--- config.mk ---
export PLATFORM = sky130hd
export DESIGN_NAME = lst_ctrl
export DESIGN_NICKNAME = d
export VERILOG_FILES = /design/src/rtl/lst_pkg.sv /design/src/rtl/lst_ctrl.sv
export SDC_FILE = /design/constraint.sdc
export NUM_CORES = 1
export LEC_CHECK = 0
export ABC_CLOCK_PERIOD_IN_PS = 1100
export BUFFER_PORTS_ARGS = -buffer_cell sky130_fd_sc_hd__buf_4
export CORE_AREA = 2 2 39 41
export CTS_CLUSTER_DIAMETER = 150
export DETAILED_ROUTE_END_ITERATION = 8
export DIE_AREA = 0 0 41 43
export SETUP_SLACK_MARGIN = 0.2
export SYNTH_ARGS = -nofsm -noshare
export SYNTH_HDL_FRONTEND = slang
export SYNTH_SLANG_ARGS = --single-unit
--- constraint.sdc ---
create_clock -name clk -period 1.1 [get_ports clk]
set_clock_uncertainty 0.05 [all_clocks]
set_input_delay 0.165 -clock clk [delete_from_list [all_inputs] [get_ports clk]]
set_output_delay 0.165 -clock clk [all_outputs]
set_load 0.02 [all_outputs]
--- src/rtl/lst_pkg.sv ---
// Shared types and constants for the latency statistics table.
// Used by lst_ctrl, lst_dpath and latency_stats_table_top; no dependencies.
`default_nettype none

package lst_pkg;

  localparam int NSEG    = 5;
  localparam int VAL_W   = 64;
  localparam int TIME_W  = 48;
  localparam int STAMP_W = 40;
  localparam int TYPE_W  = 6;
  localparam int SEL_W   = 3;
  localparam int BCNT_W  = 32;

  localparam logic [VAL_W-1:0] ALL_ONES = '1;

  // Segment positions inside an entry.
  localparam int SEG_OVH   = 0;
  localparam int SEG_FS    = 1;
  localparam int SEG_QUEUE = 2;
  localparam int SEG_NET   = 3;
  localparam int SEG_TOTAL = 4;

  typedef logic [VAL_W-1:0] val_t;

  typedef enum logic [1:0] {
    OP_CLIENT = 2'd0,
    OP_SERVER = 2'd1,
    OP_RESET  = 2'd2,
    OP_READ   = 2'd3
  } op_t;

  typedef struct packed {
    val_t sum;
    val_t lo;
    val_t hi;
  } seg_t;

  typedef struct packed {
    val_t                 count;
    logic [STAMP_W-1:0]   stamp;
    seg_t [NSEG-1:0]      seg;
  } row_t;

  typedef enum logic [3:0] {
    ST_CLEAR,
    ST_IDLE,
    ST_PREP,
    ST_VALS,
    ST_ACC,
    ST_CHK,
    ST_RD,
    ST_UPD,
    ST_OUT
  } state_t;

  typedef struct packed {
    logic in_load;
    logic prep_load;
    logic vals_load;
    logic acc;
    logic batch_clear;
    logic clr_write;
    logic mem_rd;
    logic upd_write;
    logic out_load;
  } cmd_t;

  typedef struct packed {
    op_t  op;
    logic last;
    logic type_ok;
    logic batch_apply;
    logic clr_done;
    logic out_busy;
  } status_t;

endpackage

`default_nettype wire

--- src/rtl/lst_ctrl.sv ---
// Sequencer for the latency statistics table.
// Depends on lst_pkg; drives lst_dpath through cmd_t and reads status_t.
`default_nettype none

module lst_ctrl (
  input  wire logic              clk,
  input  wire logic              rst,
  input  wire logic              in_valid,
  input  wire logic [1:0]        op,
  output logic                   in_ready,
  input  wire lst_pkg::status_t  status,
  output lst_pkg::cmd_t          cmd
);

  lst_pkg::state_t state;
  lst_pkg::state_t state_next;

  always_ff @(posedge clk) begin
    if (rst) begin
      state <= lst_pkg::ST_CLEAR;
    end else begin
      state <= state_next;
    end
  end

  always_comb begin
    state_next = state;
    cmd        = '0;
    in_ready   = 1'b0;
    case (state)
      lst_pkg::ST_CLEAR: begin
        cmd.clr_write = 1'b1;
        if (status.clr_done) begin
          state_next = lst_pkg::ST_IDLE;
        end
      end
      lst_pkg::ST_IDLE: begin
        in_ready = 1'b1;
        if (in_valid) begin
          cmd.in_load = 1'b1;
          case (lst_pkg::op_t'(op))
            lst_pkg::OP_CLIENT: state_next = lst_pkg::ST_PREP;
            lst_pkg::OP_SERVER: state_next = lst_pkg::ST_PREP;
            lst_pkg::OP_RESET:  state_next = lst_pkg::ST_CLEAR;
            lst_pkg::OP_READ:   state_next = lst_pkg::ST_RD;
            default:            state_next = lst_pkg::ST_IDLE;
          endcase
        end
      end
      lst_pkg::ST_PREP: begin
        cmd.prep_load = 1'b1;
        state_next    = lst_pkg::ST_VALS;
      end
      lst_pkg::ST_VALS: begin
        cmd.vals_load = 1'b1;
        if (status.op == lst_pkg::OP_CLIENT) begin
          state_next = lst_pkg::ST_ACC;
        end else if (status.type_ok) begin
          state_next = lst_pkg::ST_RD;
        end else begin
          state_next = lst_pkg::ST_IDLE;
        end
      end
      lst_pkg::ST_ACC: begin
        cmd.acc    = 1'b1;
        state_next = status.last ? lst_pkg::ST_CHK : lst_pkg::ST_IDLE;
      end
      lst_pkg::ST_CHK: begin
        if (status.batch_apply) begin
          state_next = lst_pkg::ST_RD;
        end else begin
          cmd.batch_clear = 1'b1;
          state_next      = lst_pkg::ST_IDLE;
        end
      end
      lst_pkg::ST_RD: begin
        cmd.mem_rd = 1'b1;
        state_next = (status.op == lst_pkg::OP_READ) ? lst_pkg::ST_OUT : lst_pkg::ST_UPD;
      end
      lst_pkg::ST_UPD: begin
        cmd.upd_write   = 1'b1;
        cmd.batch_clear = (status.op == lst_pkg::OP_CLIENT);
        state_next      = lst_pkg::ST_IDLE;
      end
      lst_pkg::ST_OUT: begin
        if (!status.out_busy) begin
          cmd.out_load = 1'b1;
          state_next   = lst_pkg::ST_IDLE;
        end
      end
      default: begin
        state_next = lst_pkg::ST_IDLE;
      end
    endcase
  end

`ifndef SYNTHESIS
  // Every entry update is a read-modify-write: the read went out in the cycle before.
  a_upd_after_rd: assert property (@(posedge clk) disable iff (rst)
    cmd.upd_write |-> $past(cmd.mem_rd))
    else $error("entry write without preceding read");

  // A result never overwrites one that is still waiting downstream.
  a_no_out_overrun: assert property (@(posedge clk) disable iff (rst)
    cmd.out_load |-> !status.out_busy)
    else $error("output register overrun");

  // Leaving reset always starts the table clearing sweep.
  a_reset_sweep: assert property (@(posedge clk)
    $fell(rst) |-> state == lst_pkg::ST_CLEAR)
    else $error("no clearing sweep after reset");

  // No item is taken while the sweep or an entry write is in progress.
  a_no_accept_on_write: assert property (@(posedge clk) disable iff (rst)
    (cmd.clr_write || cmd.upd_write) |-> !in_ready)
    else $error("item accepted during table write");
`endif

endmodule

`default_nettype wire

# Word level (Yosys, flattened, before mapping)
# Cells that the tools add are included.
dict set report totals {
  ff_bits 4
  input_bits 12
  out_inout_bits 10
  word_cells 44
}
dict set report op_classes {
  n_eq_ne 15
  mux 23
  reduce_logical 5
}
# cell count
set op_table {}
lappend op_table {{case mux 4 bit (8 select lines)} 1}
lappend op_table {{2-to-1 mux 4 bit} 5}
lappend op_table {{== test 4 x 3 -> 1 bit, second input constant} 4}
lappend op_table {{2-to-1 mux 1 bit} 12}
lappend op_table {{case mux 4 bit (3 select lines)} 1}
lappend op_table {{2-to-1 mux 3 bit} 3}
lappend op_table {{== test 4 x 2 -> 1 bit, second input constant} 2}
lappend op_table {{== test 2 bit, second input constant} 3}
lappend op_table {{!= test 2 bit, second input constant} 3}
lappend op_table {{== test 4 x 1 -> 1 bit, second input constant} 1}
lappend op_table {{== test 4 bit, second input constant} 1}
lappend op_table {{zero test 2 bit} 2}
lappend op_table {{zero test 4 bit} 1}
lappend op_table {{AND reduction 3 bit} 1}
lappend op_table {{== test 2 x 1 -> 1 bit, second input constant} 1}
lappend op_table {{case mux 1 bit (2 select lines)} 1}
lappend op_table {{OR reduction 2 bit} 1}

# Longest topological paths before layout
# Gate-level depths: netlist (run 1).
dict set report depth {
  depth_word 5
  mapped_depth 5
  depth_no_buf 4
}

# Worst setup path before layout (run 1)
# OpenSTA, ideal clock, no wires.
dict set report synth_timing {
  path_kind {register -> output}
  start {register state[1]}
  end {output port cmd[7] in the netlist's numbering}
  t_arrival_ns 1.388
  t_required_ns 0.885
  slack_ns -0.503
  stages_incl_launch_ff 4
  n_path_buf 2
  path_cell_list {dfxtp_1 > buf_4 > buf_2 > nor4b_1}
}
# item line
set synth_rtl {}
lappend synth_rtl {{start: declaration} lst_ctrl.sv:15} ;# lst_pkg::state_t state;
lappend synth_rtl {{start signal: assignment} lst_ctrl.sv:20} ;# state <= lst_pkg::ST_CLEAR;
lappend synth_rtl {{start signal: assignment} lst_ctrl.sv:22} ;# state <= state_next;
lappend synth_rtl {{end: declaration} lst_ctrl.sv:12} ;# output lst_pkg::cmd_t cmd

==> summary.txt, run 1 <==
Route
  – Vias/cell: 5.34
  – Final ANT Viol Nets: 0
  – WL/cell: 15.3 um
  – 1st-pass router iterations: 6
  – DR DRC count: 0
  – Via count: 635
  – Drt total wl: 1820 um
  – Initial drt markers: 19

Worst setup path
  – Worst path required time: 0.88 ns
  – CP Class: flop to output port
  – Crit start category: flop
  – Crit path max fanout: 5
  – Worst EP arrival: 1.28 ns
  – Element type at the critical path end: output port

Global route
  – Pin count of the biggest net entering global routing: 9
  – Antenna violations before repair: 0
  – GRT Util Overall: 22.2%
  – First-pass GRT wire length: 2630 um
  – Vias in the first global route: 578
  – Global route overflow: 0

Floorplanning
  – Starting density of the core: 31.4%
  – Rows: 14
  – Top Ports: 22
  – Die width: 41 um
  – CORE AREA: 0.00138 sq mm
  – Die Y: 43 um
  – Area of the die: 0.00176 sq mm

Final layout
  – Largest Register: state
  – Largest registers: state x4
  – Core Util, Final: 75.1%
  – Layout cells sized above 1: 73.8%
  – NumNets Final: 117
  – Diode count: 0
  – Filler cells: 94
  – Max FFs per register: 4
  – Area added between synthesis and finish: 139%

Logic synthesis
  – Mean post-synth cell area: 7.49 sq um
  – #FFs+latches synth: 4
  – Post-synthesis sequential area ratio: 18.4%
  – Syn. warnings: 0
  – Area leader, netlist: dfxtp_1
  – Synth top area cells: dfxtp_1 (18%), a21oi_1 (4.6%), a31oi_1 (4.3%)
  – Netlist Area Pre-Place: 434 sq um
  – Post-Syn Instances: 58
  – Distinct cells, synth: 31
  – Yosys top cell area share: 18.4%
  – Syn nets: 70

Place
  – Final HPWL from detailed placement: 1010 um
  – GPL Wtd Cong: 0.873
  – Count of input and output buffers: 21

Timing
  – Achievable clock frequency: 671 MHz
  – Final worst-path setup slack: -0.391 ns
  – Slew @ Worst Pin: 0.264 ns
  – Setup Viol. Count Final: 14
  – Rel. slew slack: 82.2%
  – Minimum clock period: 1.49 ns
  – Tcrit/Tclk final: 136%
  – Pins over their slew limit: 0
  – Hold Vio Cnt, Final: 0
  – Final TNS setup: -3.78 ns
  – RSZ-0062 raised after global routing: yes

Power and ir drop
  – Pint: 0.000412 W
  – Lkg Pwr: 0.456 nW
  – Clock power share: 30.3%
  – Peak VDD IR: 0.000435 V
  – Seq pwr share: 26.7%
  – Comb power frac: 43.0%
  – Power per Cell Area: 562 mW/mm^2
  – Net Sw Power: 0.000173 W
  – Switching portion of total power: 29.6%

Run status
  – Outcome: finished with violations
  – Failing checks: setup timing

Clock network
  – Clock latency on the worst-skew pair: 0.23 ns
  – Max H-tree Level: 1
  – Clock transition at the registers of the reported paths: 0.04 ns
  – Clock Sinks: 4
  – CTS tree: built
  – Cts hold-fix bufs: 0
  – Max Root-Sink Buffers: 2
  – Root Buffer: clkbuf_4
  – Total CTS buffers: 3

Min path
  – Min-Delay Path Class: input pin to flop

Run
  – Max Cap Viol: 0
==> cells in the final DEF (no fill, tap or decap), types with 2 or more instances in the layout <==
cell type  netlist  layout
a21oi_1          4       2
a21oi_2          0       2
a311oi_2         0       2
a31oi_1          3       3
and3_4           0       2
buf_4            2      28
buf_6            1      18
clkbuf_4         0       3
dfxtp_4          0       4
nand2_1          5       4
nor2_1           4       4
nor2b_4          0       2
nor3b_4          1       2
nor4b_4          0       2
==> routing by layer <==
metal  vias to the layer above  GRT usage [%]  share of wire, %
met5                         -              0                 0
met4                         0           13.3               1.6
met3                         4           2.62               3.1
met2                        22           32.5                51
met1                       296           29.5                44
li1                        313              -                 -
==> power by group through the flow <==
stage,clock (W),sequential [W],combinational (W)
detailed placement,0,0.000166,0.000178
finish,0.000177,0.000156,0.000252
CTS,0.000189,0.000155,0.000239
global route,0.000198,0.000157,0.000266
global placement,0,0.000166,0.000178
floorplan,0,0.000155,0.000105
==> metrics by stage <==
step	total power, W	cell area (sq um)	hold WS (ns)	instances	setup WS [ns]
floorplan	0.000260	537	0.180	58	-0.230
global placement	0.000344	782	0.289	104	-0.272
detailed placement	0.000344	782	0.293	104	-0.265
CTS	0.000583	1000	0.0433	116	-0.368
global route	0.000621	1040	0.0414	119	-0.440
finish	0.000585	1040	0.0479	119	-0.391
==> cells in the mapped netlist, drive strengths merged <==
master / n
buf: 6
nand2: 5
a21oi: 4
dfxtp: 4
nor2: 4
a31oi: 3
nor2b: 3
o21ai: 3
a311oi: 2
and3: 2
nor3: 2
nor3b: 2
nor4: 2
nor4b: 2
a211oi: 1
a21boi: 1
a22o: 1
a32oi: 1
and2: 1
and2b: 1
and3b: 1
and4bb: 1
inv: 1
mux2: 1
nand3: 1
nand4b: 1
o21bai: 1
or2: 1
==> cells by family after synthesis <==
logic type             share of synthesized area (%)
muxes                                           2.59
DFF                                             18.4
and+or+nand+nor                                 42.9
buffers and inverters                           10.4
AOI/OAI and AO/OA                               25.7
==> worst max-delay path, stage by stage (launching register included) <==
cell and delay [ns]:
dfxtp_4 0.36, buf_6 0.13, nor4b_4 0.24, nor2b_4 0.20
buf_6 0.13
==> cell type report <==
type	count	area, sq um	area share, %
multi-input combinational	47	450	43.3
timing repair buffer	48	448	43.1
sequential	4	95.1	9.15
clock buffer	3	22.5	2.17
tap	16	20.0	1.93
inverter	1	3.75	0.361
==> worst paths after layout <==
path / startpoint / endpoint / slack, ns / cells past startpoint
setup / recovery: state[2] / cmd[0] / -0.39 / 4
hold / removal: rst / state[0] / 0.05 / 2
setup reg to reg: state[2] / state[0] / -0.20 / 5
hold reg to reg: state[1] / state[3] / 0.64 / 3
==> what timing repair did <==
action	CTS	global route
setup buffers	9	3
gates resized for setup	35	4
pin swaps	16	6
endpoints found under the setup margin	14	14
Note: power is estimated with default switching activity, not from simulation.
==> run 2: changes to the inputs <==
Settings changed: ABC_CLOCK_PERIOD_IN_PS 1100 to 1500, PLACE_DENSITY_LB_ADDON from default to 0.1.
Clock period 1.1 ns to 1.5 ns, I/O delays scaled along.
==> run 2 against run 1 <==
Against the previous run: the run still ends with setup timing left; final cell count decreased by 9.2%; critical path type unchanged; core utilization decreased by 12 points; largest power group unchanged; sequential share of layout area increased by 1.8 points.
==> summary.txt, run 2 (synthesis gave the netlist of run 1 again) <==
Route
  – WL/cell: 13.6 um
  – Final ANT Viol Nets: 0
  – Via count: 583
  – Initial drt markers: 6
  – Vias/cell: 5.40
  – DR DRC count: 0
  – Drt total wl: 1460 um
  – 1st-pass router iterations: 2

Final layout
  – Area added between synthesis and finish: 100%
  – Layout cells sized above 1: 66.3%
  – Filler cells: 121
  – Max FFs per register: 4
  – Most frequent cells in the layout: buf_4 (25), buf_6 (12), nor2_1 (4), nand2_1 (4), dfxtp_4 (4)
  – Largest registers: state x4
  – Commonest non-fill, non-tap cell in the layout: buf_4
  – Largest Register: state
  – Final Non-Filler Cells: 108
  – NumNets Final: 106
  – Diode count: 0

Worst setup path
  – CP Class: flop to output port
  – Worst path required time: 1.22 ns
  – Crit path max fanout: 3
  – Worst EP arrival: 1.27 ns
  – Crit start category: flop
  – Element type at the critical path end: output port

Place
  – GPL Wtd Cong: 0.707
  – Count of input and output buffers: 21
  – Final HPWL from detailed placement: 914 um
  – Inst Count DP: 95
  – Setup Slack @ Placement: 0.0551 ns

Timing
  – Tcrit/Tclk final: 103%
  – Final TNS setup: -0.0889 ns
  – Minimum clock period: 1.54 ns
  – Hold Vio Cnt, Final: 0
  – Setup Viol. Count Final: 3
  – Pins over their slew limit: 0
  – Slew @ Worst Pin: 0.246 ns
  – Final worst-path setup slack: -0.0434 ns
  – Achievable clock frequency: 648 MHz
  – RSZ-0062 raised after global routing: yes
  – Rel. slew slack: 83.4%

Global route
  – Pin count of the biggest net entering global routing: 10
  – Global route overflow: 0
  – Vias in the first global route: 567
  – GRT Util Overall: 19.7%
  – Antenna violations before repair: 0
  – First-pass GRT wire length: 2350 um

Clock network
  – Clock latency on the worst-skew pair: 0.24 ns
  – Max H-tree Level: 1
  – Cts hold-fix bufs: 0
  – Total CTS buffers: 3
  – Clock transition at the registers of the reported paths: 0.04 ns
  – CTS tree: built
  – Root Buffer: clkbuf_4
  – Clock Sinks: 4
  – Max Root-Sink Buffers: 2

Floorplanning
  – Top Ports: 22
  – Starting density of the core: 31.4%
  – Area of the die: 0.00176 sq mm
  – Die Y: 43 um
  – Rows: 14
  – Die width: 41 um
  – CORE AREA: 0.00138 sq mm

Power and ir drop
  – Final Power: 0.000401 W
  – Peak VDD IR: 0.000408 V
  – Lkg Pwr: 0.379 nW
  – Power per Cell Area: 461 mW/mm^2

Min path
  – Min-Delay Path Class: input pin to flop

Run
  – Max Cap Viol: 0

Run status
  – Outcome: finished with violations
  – Failing checks: setup timing
==> run 2: path summary, 6_finish.rpt <==
| check | from | to | slack (ns) | cells after the start |
|---|---|---|---|---|
| setup / recovery | state[2] | cmd[8] | -0.04 | 4 |
| hold / removal | rst | state[3] | 0.11 | 2 |
| setup reg to reg | state[1] | state[2] | 0.13 | 7 |
| hold reg to reg | state[0] | state[3] | 0.62 | 3 |
==> run 2: worst max-delay path: stages, from the launching register on <==
cell and delay [ns]:
dfxtp_4 0.34, and2b_1 0.21, nor3b_4 0.20, and2_4 0.17, buf_6 0.10
==> run 2: stage by stage <==
step                utilization [%]  hold slack, ns  instance area [sq um]
floorplan                         -           0.247                    478
global placement               47.4           0.358                    656
detailed placement             47.4           0.360                    656
CTS                            60.6           0.101                    838
global route                   62.8           0.112                    870
finish                         62.8           0.111                    870
==> run 2: cell type report <==
class,instances,area [sq um],area share (%)
Sequential cell,4,95.1,10.9
Inverter,1,3.75,0.432
Tap cell,16,20.0,2.30
Multi-Input combinational cell,47,405,46.6
Timing Repair Buffer,37,323,37.1
Clock buffer,3,22.5,2.59
==> run 2: what timing repair did <==
action | in CTS | in global routing
endpoints found under the setup margin | 13 | 13
cloned | 0 | 0
resized for setup | 28 | 6
buffers inserted | 8 | 2
pin swaps | 9 | 3
==> run 2: layer usage <==
layer  share of wire [%]  track usage [%]  vias to the layer above
li1                    -                -                      292
met1                  44             23.7                      267
met2                  49             31.3                       22
met3                 6.5             8.38                        2
met4                 1.3             4.00                        0
met5                   0                0                        -
==> run 2: report_power, final <==
| group | leakage [nW] | switching (W) | internal (W) |
|---|---|---|---|
| clock network | 0.0138 | 0.0000440 | 0.0000895 |
| registers | 0.0355 | 0.00000648 | 0.000106 |
| logic | 0.330 | 0.0000671 | 0.0000880 |
| total | 0.379 | 0.000118 | 0.000283 |
==> run 3: changes to the inputs <==
==> constraint.sdc (replaced) <==
create_clock -name clk -period 1.5 [get_ports clk]
set_clock_uncertainty 0.05 [all_clocks]
set_input_delay 0.45 -clock clk [delete_from_list [all_inputs] [get_ports clk]]
set_output_delay 0.45 -clock clk [all_outputs]
set_load 0.02 [all_outputs]
==> run 3 against run 2 <==
Against the previous run: the run still ends with setup timing left; sequential power up 4%; global-route usage increased by 0.40 points; count of clock-buffer cells in the layout is the same; register-to-register slack lost 0.18 ns; flip-flop and latch count unchanged; die area did not move; core utilization up 12 points; non-clock buffer count is 14 higher.
==> summary.txt, run 3 (synthesis gave the netlist of run 1 again) <==
Timing
  – RSZ-0062 raised after global routing: yes
  – Achievable clock frequency: 570 MHz
  – Tcrit/Tclk final: 117%
  – Slew @ Worst Pin: 0.265 ns
  – Hold Vio Cnt, Final: 0
  – Final worst-path setup slack: -0.255 ns
  – Final TNS setup: -2.21 ns
  – Rel. slew slack: 82.1%
  – Minimum clock period: 1.75 ns
  – Pins over their slew limit: 0
  – Setup Viol. Count Final: 12

Worst setup path
  – Worst EP arrival: 1.25 ns
  – Crit path max fanout: 6
  – CP Class: flop to output port
  – CP startpoint: state[2]
  – Element type at the critical path end: output port
  – Worst R2R Start: state[2]
  – Crit start category: flop
  – Worst path required time: 1.00 ns

Power and ir drop
  – Final Power: 0.000414 W
  – Clock power share: 32.6%
  – Pint: 0.000292 W
  – Peak VDD IR: 0.000518 V
  – Comb power frac: 39.5%
  – Net Sw Power: 0.000122 W
  – Lkg Pwr: 0.455 nW
  – Seq pwr share: 27.9%
  – Switching portion of total power: 29.5%
  – Power per Cell Area: 402 mW/mm^2

Floorplanning
  – Area of the die: 0.00176 sq mm
  – Rows: 14
  – Die Y: 43 um
  – Top Ports: 22
  – Die width: 41 um
  – CORE AREA: 0.00138 sq mm
  – Starting density of the core: 31.4%

Place
  – GPL Wtd Cong: 0.746
  – Count of input and output buffers: 21
  – Setup Slack @ Placement: -0.165 ns
  – Final HPWL from detailed placement: 1030 um
  – Inst Count DP: 107

Route
  – Final ANT Viol Nets: 0
  – Initial drt markers: 7
  – Vias/cell: 5.19
  – DR DRC count: 0
  – Drt total wl: 1650 um
  – Via count: 633
  – 1st-pass router iterations: 4
  – WL/cell: 13.5 um

Clock network
  – Cts hold-fix bufs: 0
  – Clock Sinks: 4
  – CTS tree: built
  – Total CTS buffers: 3
  – Clock latency on the worst-skew pair: 0.24 ns
  – Max Root-Sink Buffers: 2
  – Max H-tree Level: 1
  – Clock transition at the registers of the reported paths: 0.04 ns
  – Root Buffer: clkbuf_4

Final layout
  – NumNets Final: 120
  – Layout cells sized above 1: 69.8%
  – Area added between synthesis and finish: 137%
  – Final Non-Filler Cells: 122
  – Largest Register: state
  – Largest registers: state x4
  – Commonest non-fill, non-tap cell in the layout: buf_4
  – Filler cells: 102
  – Diode count: 0
  – Max FFs per register: 4
  – Most frequent cells in the layout: buf_4 (32), buf_6 (16), nand2_1 (5)

Global route
  – Pin count of the biggest net entering global routing: 12
  – Vias in the first global route: 572
  – Antenna violations before repair: 0
  – GRT Util Overall: 20.1%
  – Global route overflow: 0
  – First-pass GRT wire length: 2440 um

Run
  – Max Cap Viol: 0

Run status
  – Failing checks: setup timing
  – Outcome: finished with violations

Min path
  – Worst min-delay path startpoint: rst
  – Min-Delay Path Class: input pin to flop
-- run 3: cell count changes in the layout (fill, tap and decap cells not counted), sizes merged --
cell and delta:
buf +14
-- run 3: power groups by stage --
stage                     sequential (W)  clock, W  combinational [W]
after floorplan                 0.000114         0          0.0000770
final                           0.000116  0.000135           0.000163
after global placement          0.000118         0           0.000140
after detailed placement        0.000118         0           0.000141
after CTS                       0.000116  0.000136           0.000155
after global routing            0.000116  0.000150           0.000176
-- run 3: timing repair --
| item | in CTS | in global routing |
|---|---|---|
| endpoints found under the setup margin | 14 | 14 |
| buffers inserted | 8 | 4 |
| pin swaps | 9 | 5 |
| gates resized for setup | 25 | 7 |
-- run 3: metrics by stage --
step | cell area [sq um] | hold WS [ns] | util [%]
2_1_floorplan | 532 | 0.472 | -
3_3_place_gp | 803 | 0.584 | 58.0
3_5_place_dp | 803 | 0.587 | 58.0
4_1_cts | 968 | 0.330 | 70.0
5_1_grt | 1030 | 0.322 | 74.4
6_report | 1030 | 0.330 | 74.4
-- run 3: final cells by class --
type / instances / area, sq um / area share [%]
clock buffers: 3 / 22.5 / 2.19
multi-input cells: 47 / 423 / 41.1
repair buffers: 51 / 470 / 45.7
flip-flops and latches: 4 / 90.1 / 8.75
well taps: 16 / 20.0 / 1.94
inverters: 1 / 3.75 / 0.365
-- run 3: final timing paths --
kind / endpoint / slack [ns] / cells past startpoint
min: state[3] / 0.33 / 2
max: cmd[2] / -0.25 / 4
min reg2reg: state[1] / 0.63 / 4
max reg2reg: state[3] / -0.05 / 8
-- run 3: worst max-delay path, cell delays in order (launching register included) --
cell	delay, ns
dfxtp_2	0.34
buf_12	0.12
nor2b_4	0.18
and3b_2	0.24
buf_6	0.13
-- run 3: routing by layer --
metal / track usage [%] / share of wire [%] / wire length (um)
met4: 3.33 / 0 / 0
met2: 28.7 / 51 / 841
met3: 8.38 / 4.8 / 79
met1: 27.9 / 44 / 729
met5: 0 / 0 / 0
